===== src/bcrs_pkg.sv =====
// bcrs_pkg: shared types and constants for the blit command register setup unit
// covers register offsets, command words, job record and write-slot sequence
// no dependencies
package bcrs_pkg;

   localparam int unsigned COORD_LIMIT = 8191;
   localparam int unsigned PITCH_LIMIT = 16383;

   localparam int unsigned ADDR_W  = 21;
   localparam int unsigned DATA_W  = 32;
   localparam int unsigned COORD_W = 13;
   localparam int unsigned PITCH_W = 15;
   localparam int unsigned REQ_TDATA_W = 240;
   localparam int unsigned RSP_TDATA_W = 56;

   localparam logic [ADDR_W-1:0] A_CLIPMIN = 21'h100008;
   localparam logic [ADDR_W-1:0] A_CLIPMAX = 21'h10000c;
   localparam logic [ADDR_W-1:0] A_DBASE   = 21'h100010;
   localparam logic [ADDR_W-1:0] A_DFMT    = 21'h100014;
   localparam logic [ADDR_W-1:0] A_KEYMIN  = 21'h100018;
   localparam logic [ADDR_W-1:0] A_KEYMAX  = 21'h10001c;
   localparam logic [ADDR_W-1:0] A_ROPREG  = 21'h100030;
   localparam logic [ADDR_W-1:0] A_SBASE   = 21'h100034;
   localparam logic [ADDR_W-1:0] A_CMDEXT  = 21'h100038;
   localparam logic [ADDR_W-1:0] A_SFMT    = 21'h100054;
   localparam logic [ADDR_W-1:0] A_SXY     = 21'h10005c;
   localparam logic [ADDR_W-1:0] A_FORE    = 21'h100064;
   localparam logic [ADDR_W-1:0] A_DSIZE   = 21'h100068;
   localparam logic [ADDR_W-1:0] A_DXY     = 21'h10006c;
   localparam logic [ADDR_W-1:0] A_CMD     = 21'h100070;

   localparam logic [DATA_W-1:0] FULL_CLIP  = 32'h1fff1fff;
   localparam logic [DATA_W-1:0] KEYED_ROPS = 32'h00aaaacc;
   localparam logic [DATA_W-1:0] OP_BLT     = 32'h00000001;
   localparam logic [DATA_W-1:0] OP_RECT    = 32'h00000005;
   localparam logic [DATA_W-1:0] BIT_GO     = 32'h00000100;
   localparam logic [DATA_W-1:0] BIT_XDIR   = 32'h00004000;
   localparam logic [DATA_W-1:0] BIT_YDIR   = 32'h00008000;
   localparam logic [DATA_W-1:0] ROP_SRC_SHIFTED = 32'hcc000000;

   localparam logic [2:0] FMT_8BPP  = 3'd1;
   localparam logic [2:0] FMT_16BPP = 3'd3;
   localparam logic [2:0] FMT_32BPP = 3'd5;

   localparam logic REQ_OP_COPY = 1'b0;
   localparam logic REQ_OP_FILL = 1'b1;
   localparam logic STATUS_WRITE  = 1'b0;
   localparam logic STATUS_REJECT = 1'b1;

   // one prepared request, everything the write sequence needs
   typedef struct packed {
      logic              reject;
      logic              fill;
      logic              key;
      logic [DATA_W-1:0] dbase;
      logic [DATA_W-1:0] sbase;
      logic [DATA_W-1:0] dfmt;
      logic [DATA_W-1:0] sfmt;
      logic [DATA_W-1:0] color;
      logic [DATA_W-1:0] key_high;
      logic [DATA_W-1:0] sxy;
      logic [DATA_W-1:0] dsize;
      logic [DATA_W-1:0] dxy;
      logic [DATA_W-1:0] cmd;
   } job_type;

   typedef enum logic [3:0] {
      WR_CLIPMIN,
      WR_CLIPMAX,
      WR_DBASE,
      WR_DFMT,
      WR_SBASE,
      WR_SFMT,
      WR_CMDEXT,
      WR_ROP,
      WR_KEYMIN,
      WR_KEYMAX,
      WR_SXY,
      WR_FORE,
      WR_DSIZE,
      WR_DXY,
      WR_CMD,
      WR_REJECT
   } wr_kind_type;

   function automatic wr_kind_type kind_next(wr_kind_type kind, logic fill, logic key);
      wr_kind_type nxt;
      nxt = WR_CMD;
      case (kind)
         WR_CLIPMIN: nxt = WR_CLIPMAX;
         WR_CLIPMAX: nxt = WR_DBASE;
         WR_DBASE:   nxt = WR_DFMT;
         WR_DFMT:    nxt = fill ? WR_CMDEXT : WR_SBASE;
         WR_SBASE:   nxt = WR_SFMT;
         WR_SFMT:    nxt = WR_CMDEXT;
         WR_CMDEXT:  nxt = fill ? WR_FORE : WR_ROP;
         WR_ROP:     nxt = key ? WR_KEYMIN : WR_SXY;
         WR_KEYMIN:  nxt = WR_KEYMAX;
         WR_KEYMAX:  nxt = WR_SXY;
         WR_SXY:     nxt = WR_DSIZE;
         WR_FORE:    nxt = WR_DSIZE;
         WR_DSIZE:   nxt = WR_DXY;
         WR_DXY:     nxt = WR_CMD;
         default:    nxt = WR_CMD;
      endcase
      return nxt;
   endfunction

   function automatic logic [ADDR_W-1:0] kind_addr(wr_kind_type kind);
      logic [ADDR_W-1:0] a;
      a = '0;
      case (kind)
         WR_CLIPMIN: a = A_CLIPMIN;
         WR_CLIPMAX: a = A_CLIPMAX;
         WR_DBASE:   a = A_DBASE;
         WR_DFMT:    a = A_DFMT;
         WR_SBASE:   a = A_SBASE;
         WR_SFMT:    a = A_SFMT;
         WR_CMDEXT:  a = A_CMDEXT;
         WR_ROP:     a = A_ROPREG;
         WR_KEYMIN:  a = A_KEYMIN;
         WR_KEYMAX:  a = A_KEYMAX;
         WR_SXY:     a = A_SXY;
         WR_FORE:    a = A_FORE;
         WR_DSIZE:   a = A_DSIZE;
         WR_DXY:     a = A_DXY;
         WR_CMD:     a = A_CMD;
         default:    a = '0;
      endcase
      return a;
   endfunction

endpackage


===== src/blit_command_register_setup_unit.sv =====
// blit_command_register_setup_unit: top level of the blit register setup sequencer
// holds the enable register, the issued count and the busy mark, ties builder and sequencer together
// depends on bcrs_pkg, bcrs_build, bcrs_seq
// a request passes the input register, the job register and the output register; first write is CLIPMIN unless rejected
// throughput: one write transaction per cycle from the single output port while rsp_tready does not stall it;
//   a request makes 9 writes (fill), 12 (copy) or 14 (keyed copy), one when rejected
// a new request is taken while the previous one is still writing out
// reset: synchronous, clears handshakes, engine_enabled, issued count and busy mark
module blit_command_register_setup_unit (
   input  logic                              clock,
   input  logic                              reset,
   input  logic                              csr_we,
   input  logic                              csr_wdata,   // engine_enabled
   input  logic                              req_tvalid,
   output logic                              req_tready,
   input  logic [bcrs_pkg::REQ_TDATA_W-1:0]  req_tdata,   // dst_offset, dst_pitch, src_offset,
                                                          // src_pitch, pixel_bytes, src_xy,
                                                          // dst_xy, size_wh, color_or_key_low,
                                                          // key_high, key_enable
   input  logic                              req_tuser,   // op
   output logic                              rsp_tvalid,
   input  logic                              rsp_tready,
   output logic [bcrs_pkg::RSP_TDATA_W-1:0]  rsp_tdata,   // reg_addr, reg_data, zero pad
   output logic                              rsp_tuser,   // status
   output logic                              rsp_tlast
);
   import bcrs_pkg::*;

   logic        engine_enabled_ff, engine_enabled_in;
   logic [31:0] issued_ops_ff, issued_ops_in;
   logic        engine_busy_ff, engine_busy_in;
   logic        job_valid, job_ready, issue;
   job_type     job;

   bcrs_build u_build (
      .clock          (clock),
      .reset          (reset),
      .req_tvalid     (req_tvalid),
      .req_tready     (req_tready),
      .req_tdata      (req_tdata),
      .req_tuser      (req_tuser),
      .engine_enabled (engine_enabled_ff),
      .job_ready      (job_ready),
      .job_valid      (job_valid),
      .job            (job)
   );

   bcrs_seq u_seq (
      .clock      (clock),
      .reset      (reset),
      .job_valid  (job_valid),
      .job_ready  (job_ready),
      .job        (job),
      .rsp_tvalid (rsp_tvalid),
      .rsp_tready (rsp_tready),
      .rsp_tdata  (rsp_tdata),
      .rsp_tuser  (rsp_tuser),
      .rsp_tlast  (rsp_tlast)
   );

   // a request counts as issued when it enters the sequencer unrejected
   assign issue = job_valid && job_ready && !job.reject;

   always_comb begin
      engine_enabled_in = csr_we ? csr_wdata : engine_enabled_ff;
      issued_ops_in     = issue ? issued_ops_ff + 32'd1 : issued_ops_ff;
      engine_busy_in    = engine_busy_ff || issue;
   end

   always_ff @(posedge clock) begin
      if (reset) begin
         engine_enabled_ff <= 1'b0;
         issued_ops_ff     <= '0;
         engine_busy_ff    <= 1'b0;
      end else begin
         engine_enabled_ff <= engine_enabled_in;
         issued_ops_ff     <= issued_ops_in;
         engine_busy_ff    <= engine_busy_in;
      end
   end

   a_idle_count: assert property (@(posedge clock) disable iff (reset)
      !engine_busy_ff |-> (issued_ops_ff == '0))
      else $error("issued count moved without busy mark");

endmodule


===== src/bcrs_build.sv =====
// bcrs_build: input register and request check / word builder
// registers one request transaction, then builds the prepared job record combinationally
// depends on bcrs_pkg
module bcrs_build (
   input  logic                              clock,
   input  logic                              reset,
   input  logic                              req_tvalid,
   output logic                              req_tready,
   input  logic [bcrs_pkg::REQ_TDATA_W-1:0]  req_tdata,  // dst_offset, dst_pitch, src_offset,
                                                         // src_pitch, pixel_bytes, src_xy,
                                                         // dst_xy, size_wh, color_or_key_low,
                                                         // key_high, key_enable
   input  logic                              req_tuser,  // op
   input  logic                              engine_enabled,
   input  logic                              job_ready,
   output logic                              job_valid,
   output bcrs_pkg::job_type                 job
);
   import bcrs_pkg::*;

   logic                             in_valid_ff, in_valid_in;
   logic [REQ_TDATA_W-1:0]           in_data_ff;
   logic                             in_op_ff;

   logic [31:0]        dst_offset, src_offset, color, key_high;
   logic [PITCH_W-1:0] dst_pitch, src_pitch;
   logic [2:0]         pixel_bytes;
   logic [25:0]        src_xy, dst_xy, size_wh;
   logic               key_enable;

   logic [COORD_W-1:0] sx0, sy, dx0, dy, w, h, h_m1, w_m1;
   logic [3:0]         dskip, sskip;
   logic [13:0]        sx, dx, sx_adj, dx_adj, sy_adj, dy_adj;
   logic [14:0]        sx_end, dx_end, sy_end, dy_end;
   logic               bpp_ok, dpitch_ok, spitch_ok, size_ok, range_ok, same_surf;
   logic               ydir, xdir, is_fill;
   logic [2:0]         fmt_code;
   logic [31:0]        dbase, sbase;

   assign req_tready  = !in_valid_ff || job_ready;
   assign in_valid_in = req_tready ? req_tvalid : in_valid_ff;

   always_ff @(posedge clock) begin
      if (reset) begin
         in_valid_ff <= 1'b0;
      end else begin
         in_valid_ff <= in_valid_in;
      end
   end

   always_ff @(posedge clock) begin
      if (req_tready && req_tvalid) begin
         in_data_ff <= req_tdata;
         in_op_ff   <= req_tuser;
      end
   end

   assign dst_offset  = in_data_ff[31:0];
   assign dst_pitch   = in_data_ff[46:32];
   assign src_offset  = in_data_ff[78:47];
   assign src_pitch   = in_data_ff[93:79];
   assign pixel_bytes = in_data_ff[96:94];
   assign src_xy      = in_data_ff[122:97];
   assign dst_xy      = in_data_ff[148:123];
   assign size_wh     = in_data_ff[174:149];
   assign color       = in_data_ff[206:175];
   assign key_high    = in_data_ff[238:207];
   assign key_enable  = in_data_ff[239];

   always_comb begin
      is_fill = (in_op_ff == REQ_OP_FILL);
      sx0 = src_xy[12:0];
      sy  = src_xy[25:13];
      dx0 = dst_xy[12:0];
      dy  = dst_xy[25:13];
      w   = size_wh[12:0];
      h   = size_wh[25:13];
      w_m1 = w - 13'd1;
      h_m1 = h - 13'd1;

      bpp_ok = pixel_bytes inside {3'd1, 3'd2, 3'd4};
      case (pixel_bytes)
         3'd1: begin
            fmt_code = FMT_8BPP;
            dskip    = dst_offset[3:0];
            sskip    = src_offset[3:0];
         end
         3'd2: begin
            fmt_code = FMT_16BPP;
            dskip    = {1'b0, dst_offset[3:1]};
            sskip    = {1'b0, src_offset[3:1]};
         end
         default: begin
            fmt_code = FMT_32BPP;
            dskip    = {2'b0, dst_offset[3:2]};
            sskip    = {2'b0, src_offset[3:2]};
         end
      endcase

      dbase = {dst_offset[31:4], 4'b0};
      sbase = {src_offset[31:4], 4'b0};
      dx = {1'b0, dx0} + {10'b0, dskip};
      sx = {1'b0, sx0} + {10'b0, sskip};

      dpitch_ok = (dst_pitch != '0) && (dst_pitch <= PITCH_W'(PITCH_LIMIT));
      spitch_ok = (src_pitch != '0) && (src_pitch <= PITCH_W'(PITCH_LIMIT));
      size_ok = (w != '0) && (h != '0) && (w <= COORD_W'(COORD_LIMIT))
                && (h <= COORD_W'(COORD_LIMIT));

      dx_end = {1'b0, dx} + {2'b0, w};
      sx_end = {1'b0, sx} + {2'b0, w};
      dy_end = {2'b0, dy} + {2'b0, h};
      sy_end = {2'b0, sy} + {2'b0, h};
      range_ok = (dx_end <= 15'(COORD_LIMIT)) && (dy_end <= 15'(COORD_LIMIT));
      if (!is_fill) begin
         range_ok = range_ok && (sx_end <= 15'(COORD_LIMIT))
                    && (sy_end <= 15'(COORD_LIMIT));
      end

      // overlap within one surface: walk backwards in y, or in x on the same row
      same_surf = !is_fill && (dbase == sbase) && (dst_pitch == src_pitch);
      ydir = same_surf && (sy < dy);
      xdir = same_surf && (sy == dy) && (sx < dx);
      sy_adj = {1'b0, sy} + (ydir ? {1'b0, h_m1} : 14'd0);
      dy_adj = {1'b0, dy} + (ydir ? {1'b0, h_m1} : 14'd0);
      sx_adj = sx + (xdir ? {1'b0, w_m1} : 14'd0);
      dx_adj = dx + (xdir ? {1'b0, w_m1} : 14'd0);

      job.reject   = !engine_enabled || !size_ok || !dpitch_ok || !bpp_ok
                     || (!is_fill && !spitch_ok) || !range_ok;
      job.fill     = is_fill;
      job.key      = key_enable && !is_fill;
      job.dbase    = dbase;
      job.sbase    = sbase;
      job.dfmt     = {13'b0, fmt_code, 1'b0, dst_pitch};
      job.sfmt     = {13'b0, fmt_code, 1'b0, src_pitch};
      job.color    = color;
      job.key_high = key_high;
      job.sxy      = {2'b0, sy_adj, 3'b0, sx_adj[12:0]};
      job.dsize    = {3'b0, h, 3'b0, w};
      job.dxy      = {2'b0, dy_adj, 3'b0, dx_adj[12:0]};
      if (is_fill) begin
         job.cmd = OP_RECT | BIT_GO | ROP_SRC_SHIFTED;
      end else begin
         job.cmd = OP_BLT | BIT_GO | ROP_SRC_SHIFTED
                   | (xdir ? BIT_XDIR : '0) | (ydir ? BIT_YDIR : '0);
      end
   end

   assign job_valid = in_valid_ff;

endmodule


===== src/bcrs_seq.sv =====
// bcrs_seq: job register and register-write sequencer with output register
// steps through the write slots of one job, one write transaction per cycle while rsp_tready does not stall it
// depends on bcrs_pkg
module bcrs_seq (
   input  logic                              clock,
   input  logic                              reset,
   input  logic                              job_valid,
   output logic                              job_ready,
   input  bcrs_pkg::job_type                 job,
   output logic                              rsp_tvalid,
   input  logic                              rsp_tready,
   output logic [bcrs_pkg::RSP_TDATA_W-1:0]  rsp_tdata,  // reg_addr, reg_data, zero pad
   output logic                              rsp_tuser,  // status
   output logic                              rsp_tlast
);
   import bcrs_pkg::*;

   logic                job_valid_ff, job_valid_in;
   job_type             job_ff;
   wr_kind_type         kind_ff, kind_in;
   logic                rsp_valid_ff, rsp_valid_in;
   logic [ADDR_W-1:0]   addr_ff;
   logic [DATA_W-1:0]   data_ff, data_in;
   logic                status_ff, last_ff;
   logic                out_free, emit, kind_last, load;

   assign out_free  = !rsp_valid_ff || rsp_tready;
   assign emit      = job_valid_ff && out_free;
   assign kind_last = (kind_ff == WR_CMD) || (kind_ff == WR_REJECT);
   assign job_ready = !job_valid_ff || (emit && kind_last);
   assign load      = job_ready && job_valid;

   always_comb begin
      job_valid_in = job_valid_ff;
      kind_in      = kind_ff;
      if (load) begin
         job_valid_in = 1'b1;
         kind_in      = job.reject ? WR_REJECT : WR_CLIPMIN;
      end else if (emit && kind_last) begin
         job_valid_in = 1'b0;
      end else if (emit) begin
         kind_in = kind_next(kind_ff, job_ff.fill, job_ff.key);
      end
      rsp_valid_in = emit ? 1'b1 : (rsp_tready ? 1'b0 : rsp_valid_ff);
   end

   always_comb begin
      case (kind_ff)
         WR_CLIPMIN: data_in = '0;
         WR_CLIPMAX: data_in = FULL_CLIP;
         WR_DBASE:   data_in = job_ff.dbase;
         WR_DFMT:    data_in = job_ff.dfmt;
         WR_SBASE:   data_in = job_ff.sbase;
         WR_SFMT:    data_in = job_ff.sfmt;
         WR_CMDEXT:  data_in = {31'b0, job_ff.key};
         WR_ROP:     data_in = KEYED_ROPS;
         WR_KEYMIN:  data_in = job_ff.color;
         WR_KEYMAX:  data_in = job_ff.key_high;
         WR_SXY:     data_in = job_ff.sxy;
         WR_FORE:    data_in = job_ff.color;
         WR_DSIZE:   data_in = job_ff.dsize;
         WR_DXY:     data_in = job_ff.dxy;
         WR_CMD:     data_in = job_ff.cmd;
         default:    data_in = '0;
      endcase
   end

   always_ff @(posedge clock) begin
      if (reset) begin
         job_valid_ff <= 1'b0;
         kind_ff      <= WR_CLIPMIN;
         rsp_valid_ff <= 1'b0;
      end else begin
         job_valid_ff <= job_valid_in;
         kind_ff      <= kind_in;
         rsp_valid_ff <= rsp_valid_in;
      end
   end

   always_ff @(posedge clock) begin
      if (load) begin
         job_ff <= job;
      end
      if (emit) begin
         addr_ff   <= kind_addr(kind_ff);
         data_ff   <= data_in;
         status_ff <= (kind_ff == WR_REJECT) ? STATUS_REJECT : STATUS_WRITE;
         last_ff   <= kind_last;
      end
   end

   assign rsp_tvalid = rsp_valid_ff;
   assign rsp_tdata  = {3'b0, data_ff, addr_ff};
   assign rsp_tuser  = status_ff;
   assign rsp_tlast  = last_ff;

   a_reject_is_last: assert property (@(posedge clock) disable iff (reset)
      rsp_valid_ff && (status_ff == STATUS_REJECT) |-> last_ff && (addr_ff == '0))
      else $error("rejection transaction without last or with an address");

   a_job_starts: assert property (@(posedge clock) disable iff (reset)
      load |=> job_valid_ff && ((kind_ff == WR_CLIPMIN) || (kind_ff == WR_REJECT)))
      else $error("job did not start at the first write slot");

   a_key_only_keyed_copy: assert property (@(posedge clock) disable iff (reset)
      job_valid_ff && ((kind_ff == WR_KEYMIN) || (kind_ff == WR_KEYMAX))
      |-> job_ff.key && !job_ff.fill && !job_ff.reject)
      else $error("key write on a request without keying");

   a_cmd_closes: assert property (@(posedge clock) disable iff (reset)
      emit && (kind_ff == WR_CMD) |=> rsp_valid_ff && last_ff && (addr_ff == A_CMD))
      else $error("command write not marked last");

endmodule

===== config.mk =====
export PLATFORM = sky130hd
export DESIGN_NAME = blit_command_register_setup_unit
export DESIGN_NICKNAME = d
export VERILOG_FILES = /design/src/bcrs_pkg.sv /design/src/blit_command_register_setup_unit.sv /design/src/bcrs_build.sv /design/src/bcrs_seq.sv
export SDC_FILE = /design/constraint.sdc
export NUM_CORES = 1
export LEC_CHECK = 0
export BUFFER_PORTS_ARGS = -buffer_cell sky130_fd_sc_hd__buf_2
export CAP_MARGIN = 15
export CORE_MARGIN = 3
export CORE_UTILIZATION = 50
export DETAILED_ROUTE_END_ITERATION = 10
export GPL_ROUTABILITY_DRIVEN = 0
export PLACE_DENSITY_LB_ADDON = 0.12
export SLEW_MARGIN = 20
export SYNTH_ARGS = -nofsm -noshare
export SYNTH_HDL_FRONTEND = slang
export SYNTH_SLANG_ARGS = --single-unit

===== constraint.sdc =====
create_clock -name clock -period 16.99 [get_ports clock]
set_input_delay 0.8495 -clock clock [delete_from_list [all_inputs] [get_ports clock]]
set_output_delay 0.8495 -clock clock [all_outputs]
set_load 0.01 [all_outputs]

==> impl_metrics.json <==
{
  "status": "complete, no violations",
  "syn_inst": 1682,
  "cts_sinks": 526,
  "ant_nets": 0,
  "p_total_mw": 3.127,
  "fin_cells": 2655,
  "overflow": 0,
  "slowest_stage": "edfxtp_1",
  "max_cap_viol_count": 0,
  "rows": 79,
  "timing.critical_path.buf_inv": 0,
  "die_h_um": 223.8,
  "rsz0062_at_grt": "no",
  "cts_resized": 0,
  "num-nets-final": 2404,
  "core_um2": 46750,
  "dpl.hpwl_mm": 46.76,
  "final_cell_mix": "edfxtp_1 (518), buf_2 (288), ha_1 (144), nor2_1 (116), xnor2_1 (97)",
  "period_share": 0.4316,
  "min_path_type": "input port to register",
  "cpLargestDelayFamily": "compound AO/OA/AOI/OAI gates",
  "crit_top_cell": "a21oi_1",
  "cts_made_buffers": 52,
  "yosysUniqueCellTypes": 68,
  "fp.dieW_um": 223.8,
  "start_util": 0.5073,
  "final_common_cell": "edfxtp_1",
  "ctsHoldBuffers": 0,
  "grt_pass1_vias": 15290,
  "wire_per_inst_um": 24.18,
  "grt_pass1_wl_mm": 93.28,
  "cts-root-buf": "clkbuf_16",
  "cts_max_level": 2,
  "max_slew_margin": 0.2502,
  "antenna_cells": 0,
  "slowest_delay_ps": 640,
  "ir_worst_vdd_mv": 0.07309,
  "p_leak_nw": 10.54,
  "pin_count": 307,
  "pwr_density_cell_nw_per_um2": 112.5,
  "crit_fanout": 17,
  "setup_ws_ps": 9658,
  "crit_path_start_kind": "register",
  "required_ps": 17330,
  "synth_edf_count": 518,
  "synth_async_sr_flop_share": 0,
  "synth_largest_area_cell": "edfxtp_1",
  "dr.pass1.iters": 5,
  "postLayoutCoreUtil": 0.5944,
  "ys_seq_area_frac": 0.6626,
  "preCtsSetupSlack_ps": 9748,
  "routed_wl_mm": 64.19,
  "path_clk_slew_ps": 60,
  "viasPerCell": 5.925,
  "io_buffers": 288,
  "dr.first_iter.drc_count": 1645,
  "fin_setup_tns_ps": 0,
  "finalSetupViolations": 0,
  "max_slew.worst_pin.slew_ps": 1121,
  "cts_tree": "yes",
  "placed_cells": 2558,
  "antenna_found_initial": 5,
  "arrival_ps": 7670,
  "synth_top_area_frac": 0.6558,
  "vias": 15730,
  "synth-main-ff-cell": "edfxtp_1",
  "period_minus_slack_ps": 7332,
  "ys_seq_elements": 526,
  "drc_errors": 0,
  "fin_skew_ps": 16.66,
  "syn_area_um2": 23720,
  "area_growth_pct": 17.17,
  "max_freq_ghz": 0.1364,
  "slew_viol_final": 0,
  "criticalPathCategory": "register to register",
  "yosys-top-cells-area": "edfxtp_1 (66%), ha_1 (7.6%), xnor2_1 (3.6%)",
  "grt_max_degree": 75,
  "worstSkewPairLatency_ps": 610,
  "cts_setup_buffers": 0,
  "cp-end-kind": "register",
  "postSynthAreaPerCell_um2": 14.10,
  "clock_path_buffers": 3,
  "layout-drive-gt1-share": 0.2041,
  "die_area_um2": 50090,
  "hold_viol_final": 0,
  "grt_use_total": 0.2521,
  "ys_warn_count": 0
}
[cell type report]
class                      count  area [µm²]
fill                        3711       18960
sequential                   526       15720
multi-input combinational   1054        7634
timing repair buffer         308        1592
clock buffer                  59        1379
tap                          607       759.5
clock inverter                38       475.5
inverter                      63       236.5
[cells in the mapped netlist (18+ instances only)]
master and count:
a21oi_1 87, a222oi_1 23, a22oi_1 35, buf_4 18, clkbuf_1 33, edfxtp_1 518, ha_1 144, inv_1 63
nand2_1 88, nand3_1 32, nand4_1 50, nor2_1 121, nor2b_1 18, nor3_1 55, o21ai_0 41, xnor2_1 97
xor2_1 28
[final timing paths]
path / start / to / slack, ps / depth (start not counted)
min reg2reg: u_build.in_data_ff[180] / u_seq.job_ff[165] / 420 / 0
max reg2reg: u_build.in_data_ff[94] / u_seq.job_ff[107] / 9660 / 25
max: u_build.in_data_ff[94] / u_seq.job_ff[107] / 9660 / 25
min: req_tdata[232] / u_build.in_data_ff[232] / 410 / 1
[registers in the layout, indices dropped and copies added (netlist names)]
name                cells
engine_enabled_ff       1
u_build.in_data_ff    240
u_build.in_op_ff        1
u_build.job_valid       1
u_seq.addr_ff           6
u_seq.data_ff          32
u_seq.job_ff          237
u_seq.job_valid_ff      1
u_seq.kind_ff           4
u_seq.rsp_tlast         1
u_seq.rsp_tuser         1
u_seq.rsp_tvalid        1
[metrics by stage]
| stage | hold WS [ps] | cell area (µm²) |
|---|---|---|
| after floorplan | 400.3 | 23780 |
| after global placement | 403.6 | 25920 |
| after global routing | 386.3 | 27790 |
| final | 414.7 | 27790 |
| after detailed placement | 404.5 | 25920 |
| after CTS | 380.5 | 27780 |
[cell families after synthesis]
logic type      share of synthesized area
compound gates                    0.09448
flops                              0.6626
other cells                     0.0001581
mux                              0.001266
fa+ha+maj                         0.08271
simple gates                      0.09084
buf+inv                           0.02184
xor+xnor                          0.04616
[metal layers]
metal	wire length, µm	up-vias	share of wire	GRT usage
met4	2287	2	0.036	0.09059
met5	14	-	0.00022	0
li1	-	7145	-	-
met2	28960	747	0.45	0.3856
met1	27090	7720	0.42	0.3591
met3	5839	117	0.091	0.05635
[where the power goes]
part | leakage (nW) | internal [mW] | switching [mW]
combinational | 4.63 | 0.118 | 0.189
clock | 0.907 | 0.738 | 0.495
sequential | 5.00 | 1.53 | 0.0608
total | 10.5 | 2.38 | 0.745
Note: power is estimated with default switching activity, not from simulation.
